`src/hw/rtl/tcw_pkg.sv`:
```
// ----------------------------------------------------------------------------
// tcw_pkg: shared types and constants of the text console writer
// Operation codes of the input word, cursor update commands and the
// fixed byte values used for newline, blank cells and the reset attribute.
// ----------------------------------------------------------------------------
package tcw_pkg;

  // operation field of the input word
  localparam logic [1:0] OP_PUT   = 2'd0;
  localparam logic [1:0] OP_BACK  = 2'd1;
  localparam logic [1:0] OP_CLEAR = 2'd2;
  localparam logic [1:0] OP_READ  = 2'd3;

  // special character bytes
  localparam logic [7:0] NEWLINE_BYTE = 8'd10;
  localparam logic [7:0] BLANK_BYTE   = 8'd32;

  // attribute register
  localparam logic [7:0] ATTR_RESET = 8'd15;
  localparam logic       REG_ATTR   = 1'b0;

  // cursor update commands
  typedef enum logic [2:0] {
    CUR_HOLD,
    CUR_ADVANCE,
    CUR_NEWLINE,
    CUR_BACK,
    CUR_ROW_UP,
    CUR_HOME
  } cur_cmd_t;

endpackage

```
`src/hw/rtl/tcw_cursor.sv`:
```
// ----------------------------------------------------------------------------
// tcw_cursor: cursor position unit
// Holds the cursor in cells together with its column, so that newline,
// advance, backspace and scroll updates need only adds and compares.
// ----------------------------------------------------------------------------
module tcw_cursor #(
  parameter int COLUMNS = 80,
  parameter int ROWS    = 25
) (
  input  logic                                   clk,
  input  logic                                   rst_n,
  input  tcw_pkg::cur_cmd_t                      cmd,
  output logic [$clog2(COLUMNS*ROWS+1)-1:0]      cursor,
  output logic [$clog2(COLUMNS*ROWS+1)-1:0]      cursor_nxt
);

  localparam int CW   = $clog2(COLUMNS*ROWS+1);
  localparam int COLW = $clog2(COLUMNS);

  logic [CW-1:0]   cursor_r;
  logic [COLW-1:0] col_r;
  logic [COLW-1:0] col_nxt;

  // compute the next position
  always_comb begin
    cursor_nxt = cursor_r;
    col_nxt    = col_r;
    case (cmd)
      tcw_pkg::CUR_ADVANCE: begin
        cursor_nxt = cursor_r + CW'(1);
        col_nxt    = (col_r == COLW'(COLUMNS-1)) ? '0 : col_r + COLW'(1);
      end
      tcw_pkg::CUR_NEWLINE: begin
        cursor_nxt = cursor_r + (CW'(COLUMNS) - CW'(col_r));
        col_nxt    = '0;
      end
      tcw_pkg::CUR_BACK: begin
        cursor_nxt = cursor_r - CW'(1);
        col_nxt    = (col_r == '0) ? COLW'(COLUMNS-1) : col_r - COLW'(1);
      end
      tcw_pkg::CUR_ROW_UP: begin
        cursor_nxt = cursor_r - CW'(COLUMNS);
      end
      tcw_pkg::CUR_HOME: begin
        cursor_nxt = '0;
        col_nxt    = '0;
      end
      default: begin
        cursor_nxt = cursor_r;
        col_nxt    = col_r;
      end
    endcase
  end

  // hold the position
  always_ff @(posedge clk) begin
    if (!rst_n) begin
      cursor_r <= '0;
      col_r    <= '0;
    end else begin
      cursor_r <= cursor_nxt;
      col_r    <= col_nxt;
    end
  end

  assign cursor = cursor_r;

endmodule
```
`config.mk`:
```
export PLATFORM = sky130hd
export DESIGN_NAME = tcw_cursor
export DESIGN_NICKNAME = d
export VERILOG_FILES = /design/src/hw/rtl/tcw_pkg.sv /design/src/hw/rtl/tcw_cursor.sv
export SDC_FILE = /design/constraint.sdc
export NUM_CORES = 1
export LEC_CHECK = 0
export BUFFER_PORTS_ARGS = -buffer_cell sky130_fd_sc_hd__buf_4
export CAP_MARGIN = 20
export CORE_MARGIN = 8
export CORE_UTILIZATION = 53
export CTS_BUF_LIST = sky130_fd_sc_hd__clkbuf_8
export DETAILED_ROUTE_END_ITERATION = 16
export PLACE_DENSITY = 0.73
export SYNTH_ARGS = -nofsm -noshare
export SYNTH_HDL_FRONTEND = slang
export SYNTH_SLANG_ARGS = --single-unit
```
`constraint.sdc`:
```
create_clock -name clk -period 3 [get_ports clk]
set_input_delay 0.15 -clock clk [delete_from_list [all_inputs] [get_ports clk]]
set_output_delay 0.15 -clock clk [all_outputs]
set_load 0.03 [all_outputs]
```
# ---- Word level (Yosys, flattened, before mapping)
# Cells that the tools add are included.
dict set report classes {
  add_sub_neg 7
  multipliers 0
  div_mod_pow 0
  order_cmp 0
  n_eq_ne 6
  shift 0
  n_mux 4
  bitwise 0
  n_reduce_logical 3
}
# cell count
set op_table {}
lappend op_table {{case mux 11 bit (5 select lines)} 1}
lappend op_table {{case mux 7 bit (3 select lines)} 1}
lappend op_table {{2-to-1 mux 7 bit} 2}
lappend op_table {{adder 11 x 1 -> 11 bit (second input constant)} 1}
lappend op_table {{adder 11 bit} 1}
lappend op_table {{subtractor 11 x 1 -> 11 bit (second input constant)} 1}
lappend op_table {{subtractor 11 x 7 -> 11 bit (second input constant)} 1}
lappend op_table {{subtractor 7 x 7 -> 8 bit (first input constant)} 1}
lappend op_table {{adder 7 x 1 -> 7 bit (second input constant)} 1}
lappend op_table {{== test 7 bit (second input constant)} 1}
lappend op_table {{zero test 7 bit} 1}
lappend op_table {{subtractor 7 x 1 -> 7 bit (second input constant)} 1}
lappend op_table {{== test 3 x 2 -> 1 bit (second input constant)} 2}
lappend op_table {{== test 3 bit (second input constant)} 2}
lappend op_table {{== test 3 x 1 -> 1 bit (second input constant)} 1}
lappend op_table {{nonzero test 3 bit} 1}
lappend op_table {{OR reduction 2 bit} 1}
dict set report totals {
  register_bits 18
  latch_bits 0
  mem_bits_rw 0
  romBits 0
  output_inout_bits 22
  n_memories 0
}

# ---- Depth between registers and ports, before layout
dict set report depth {
  depth_word 3
  depth_mapped 16
}

# ---- Worst setup path after synthesis
# OpenSTA, ideal clock, no wires.
dict set report synth_path {
  path_type {reg-to-output}
  start {register col_r[0]}
  end {output cursor_nxt[10]}
  arrival_ns 3.506
  setup_slack_ns -0.656
  stages_incl_launch_ff 16
  path_buffers 1
  path_cell_list {dfxtp_1 -> buf_2 -> inv_1 -> ha_1 -> or3b_4 -> a21oi_4 -> xnor2_2 -> xor2_1 -> a21oi_1 -> ha_1 -> nor3_1 -> or3_1 -> a221oi_1 -> nand3_1 -> xnor2_1 -> o21bai_1}
}
dict set report synth_between {
  elab_chain_len 3
}
# element line_no
set synth_rtl {}
lappend synth_rtl {{start, declared} tcw_cursor.sv:21} ;# logic [COLW-1:0] col_r;
lappend synth_rtl {{start signal, assigned} tcw_cursor.sv:62} ;# col_r <= col_nxt;
lappend synth_rtl {{subtractor 7 x 7 -> 8 bit} tcw_cursor.sv:34} ;# cursor_nxt = cursor_r + (CW'(COLUMNS) - CW'(col_r));
lappend synth_rtl {{adder 11 bit} tcw_cursor.sv:34}
lappend synth_rtl {{case mux 11 bit (5 select lines)} tcw_cursor.sv:28} ;# case (cmd)
lappend synth_rtl {{end, declared} tcw_cursor.sv:14} ;# output logic [$clog2(COLUMNS*ROWS+1)-1:0] cursor_nxt
# No other way between the ends.

# ---- Worst setup path after layout
dict set report layout_path {
  start {register col_r[1]}
  end {output cursor_nxt[10]}
}
# Same word-level chain as after synthesis.

==> impl_metrics.env <==
export IMPL_worstSetupPathType="register to output pin"
export IMPL_reg2reg_from="col_r[1]"
export IMPL_final_antenna_net_count=0
export IMPL_grtUsageMet2_pct=35.38
export IMPL_drt_pre_antenna_iters=4
export IMPL_die_area_sq_um=6187
export IMPL_finalPower_mw=1.089
export IMPL_worstHoldPathType="primary input to register"
export IMPL_drv_cap=0
export IMPL_synth_largest_area_cell="dfxtp_1"
export IMPL_synthArstFlopShare_pct=0
export IMPL_n_fill_cell=245
export IMPL_ys_ff_latch=18
export IMPL_p_leak_nw=1.299
export IMPL_vdd_ir_drop_max_v=0.0002430
export IMPL_worstSetupPathDepth=15
export IMPL_gp_congestion=0.9240
export IMPL_cts_tree="built"
export IMPL_power_switching_uw=450.8
export IMPL_grtUsageMet3_pct=5.239
export IMPL_numCtsBuffers=3
export IMPL_grt_max_degree=20
export IMPL_rsz0062_at_grt="true"
export IMPL_grt_pass1_vias=2351
export IMPL_yosysTopAreaCellShare_pct=17.32
export IMPL_cts_sinks=18
export IMPL_syn_area_sq_um=2081
export IMPL_crit_fanout=4
export IMPL_worst_setup_path_end_kind="output pin"
export IMPL_viasPerCell=6.142
export IMPL_drt_iter0_markers=238
export IMPL_ys_types=59
export IMPL_gr_usage_met1_pct=27.63
export IMPL_dieWidth_microns=78.66
export IMPL_tightest_slew_ns=0.8449
export IMPL_clock_latency_ns=0.26
export IMPL_max_stage_delay_ns=0.40
export IMPL_syn_num_nets=310
export IMPL_hold_viol_final=0
export IMPL_htreeDepth=1
export IMPL_clkPwrFrac_pct=16.5
export IMPL_regToRegSetupSlack_ns=-0.32
export IMPL_r2r_end="cursor[10]"
export IMPL_timing_final_ws_setup_ns=-0.6019
export IMPL_n_antenna_cell=0
export IMPL_combPwrFrac_pct=57.3
export IMPL_netlist_instances=291
export IMPL_synth_edff_count=0
export IMPL_syn_to_final_growth_pct=45.34
export IMPL_start_util_pct=55.99
export IMPL_ys_warn_count=0
export IMPL_final_layout_size_suffix_gt1_share_pct=35.69
export IMPL_yosysSeqAreaShare_pct=17.32
export IMPL_worstPathRequired_ns=2.85
export IMPL_crit_chain="inv_2 > ha_4 > or3b_4 > a21oi_4 > xnor2_4 > xor2_1 > a21oi_1 > ha_1 > a21o_1 > a21o_1 > a221oi_2 > nand3_1 > xnor2_2 > o21bai_4 > buf_6"
export IMPL_clkSlewWorstSetupHoldPaths_ns=0.07
export IMPL_rows=22
export IMPL_swShare_pct=41.39
export IMPL_fin_crit_sh_pct=120.1
export IMPL_cts_max_path_buffers=2
export IMPL_slew_viol_final=0
export IMPL_worstHoldPathCells=2
export IMPL_grt_busiest_layer="met2"
export IMPL_cts_root_buf="clkbuf_8"
export IMPL_cp_start_kind="register"
export IMPL_hold_ws_ns=0.2143
export IMPL_seqPwrFrac_pct=26.2
export IMPL_grt_util_all_layers_pct=22.10
export IMPL_fmax_ghz=0.2776
export IMPL_overflow=0
export IMPL_violations="negative setup slack"
export IMPL_antenna_found_initial=0
export IMPL_drc=0
export IMPL_setup_viol=13
export IMPL_cp_arrival_ns=3.45
export IMPL_core_area_sq_um=3716
export IMPL_numPortBuffers=26
export IMPL_wirelength_microns=7032
export IMPL_fin_nets=374
export IMPL_slew_headroom_pct=43.30
export IMPL_cp_slowest_cell="or3b_4"
export IMPL_wl_per_cell_microns=17.54
export IMPL_utilization_pct=81.38
export IMPL_path_common_cell="a21o_1"
export IMPL_fin_skew_ns=0.0009229
export IMPL_yosys_top_cells_area="dfxtp_1, ha_1, a21oi_1"
export IMPL_grt_pass1_wl_microns=11320
export IMPL_status="finished with violations"
export IMPL_multiInputGateArea_sq_um=1882
export IMPL_fin_tns_setup_ns=-4.119
export IMPL_fp_dieH_microns=78.66
export IMPL_dp_hpwl_microns=4939
export IMPL_worst_path_buf_inv=2
export IMPL_seq_area_sq_um=362.8
export IMPL_ys_flop_type="dfxtp_1"
export IMPL_avgSynthCellArea_sq_um=7.150
export IMPL_num_vias=2463
export IMPL_startpoint="col_r[1]"
export IMPL_setup_worst_path_end="cursor_nxt[10]"
export IMPL_io_pins=27
export IMPL_period_needed_ns=3.602
export IMPL_power_density_nw_per_um2=360.1
export IMPL_power_internal_uw=638.3
export IMPL_crit_family="compound AO/OA/AOI/OAI gates"
export IMPL_r2r_cells=16
## worst min path at each step
stage / from / to / slack (ns)
after floorplan: rst_n / cursor[7] / 0.27
after CTS: rst_n / col_r[1] / 0.21
after detailed placement: rst_n / col_r[1] / 0.49
after global routing: rst_n / col_r[1] / 0.22
after global placement: rst_n / cursor[8] / 0.49
final: rst_n / cursor[8] / 0.21
## cell type report
| type | count | area share (%) |
|---|---|---|
| inverters | 15 | 1.945 |
| flip-flops and latches | 18 | 12.00 |
| clock buffers | 3 | 1.365 |
| well taps | 48 | 1.986 |
| repair buffers | 77 | 20.48 |
| multi-input cells | 240 | 62.23 |
## logic make-up (layout without fill, tap and decap cells)
logic type	after synthesis	after routing	synth area share [%]
fa+ha+maj	14	14	8.780
flops	18	18	17.32
mux	4	4	2.105
simple gates	109	109	26.64
buf+inv	33	95	6.374
compound gates	99	99	32.53
xor+xnor	14	14	6.254
## cells in the mapped netlist, drive strengths merged (2+ instances only)
cell type  instances
a21oi             27
nand2             24
nor2              21
o21ai             20
dfxtp             18
nor3              15
inv               14
ha                13
xnor2             11
buf               10
nand3             10
and2               9
clkbuf             8
nor2b              6
o21a               6
a211oi             4
a22oi              4
nand2b             4
o22ai              4
or3                4
a21boi             3
a21o               3
and3               3
mux2               3
o211ai             3
o221ai             3
o2bb2ai            3
or2                3
xor2               3
a2111oi            2
a211o              2
a221oi             2
a2bb2oi            2
a311oi             2
nand3b             2
nor3b              2
## power groups by stage
stage | combinational (mW) | clock [mW] | sequential, mW
2_1_floorplan | 0.322 | 0 | 0.306
3_3_place_gp | 0.509 | 0 | 0.288
3_5_place_dp | 0.517 | 0 | 0.289
4_1_cts | 0.583 | 0.184 | 0.283
5_1_grt | 0.667 | 0.191 | 0.288
6_report | 0.624 | 0.180 | 0.285
## through the flow
stage / cell area, sq um / cells / setup slack [ns]
CTS: 2894 / 398 / -0.5562
global route: 3024 / 401 / -0.7662
floorplan: 2176 / 291 / -0.2776
detailed placement: 2671 / 390 / -0.3428
global placement: 2671 / 390 / -0.2671
finish: 3024 / 401 / -0.6019
## per-layer routing
layer / part of all wire, % / wire length [microns]
met1: 41 / 2904
met2: 48 / 3373
met3: 8.8 / 622
met4: 1.9 / 132
met5: 0 / 0
## timing repair
| action | in CTS | in global routing |
|---|---|---|
| setup buffers | 6 | 3 |
| hold buffers | 0 | 0 |
| endpoints found under the setup margin | 13 | 15 |
| pin swaps | 17 | 10 |
| gates cloned | 0 | 0 |
| gates resized for setup | 31 | 19 |
| endpoints found under the hold margin | 0 | 0 |
## flip-flops by register name, summed over array words and instances (netlist names)
| register | count |
|---|---|
| cursor | 11 |
| col_r | 7 |
## placed cells by master, fill, tap and decap left out, types with 6 or more instances in the layout
master and n:
o21a_1 6, and2_1 8, inv_1 12, dfxtp_1 16, nor3_1 12, nand2_1 23
buf_4 66, o21ai_0 11, nand3_1 10, ha_1 11, nor2b_1 6, buf_6 11
a21oi_1 23, nor2_1 21, o21ai_1 6
Note: power is estimated with default switching activity, not from simulation.
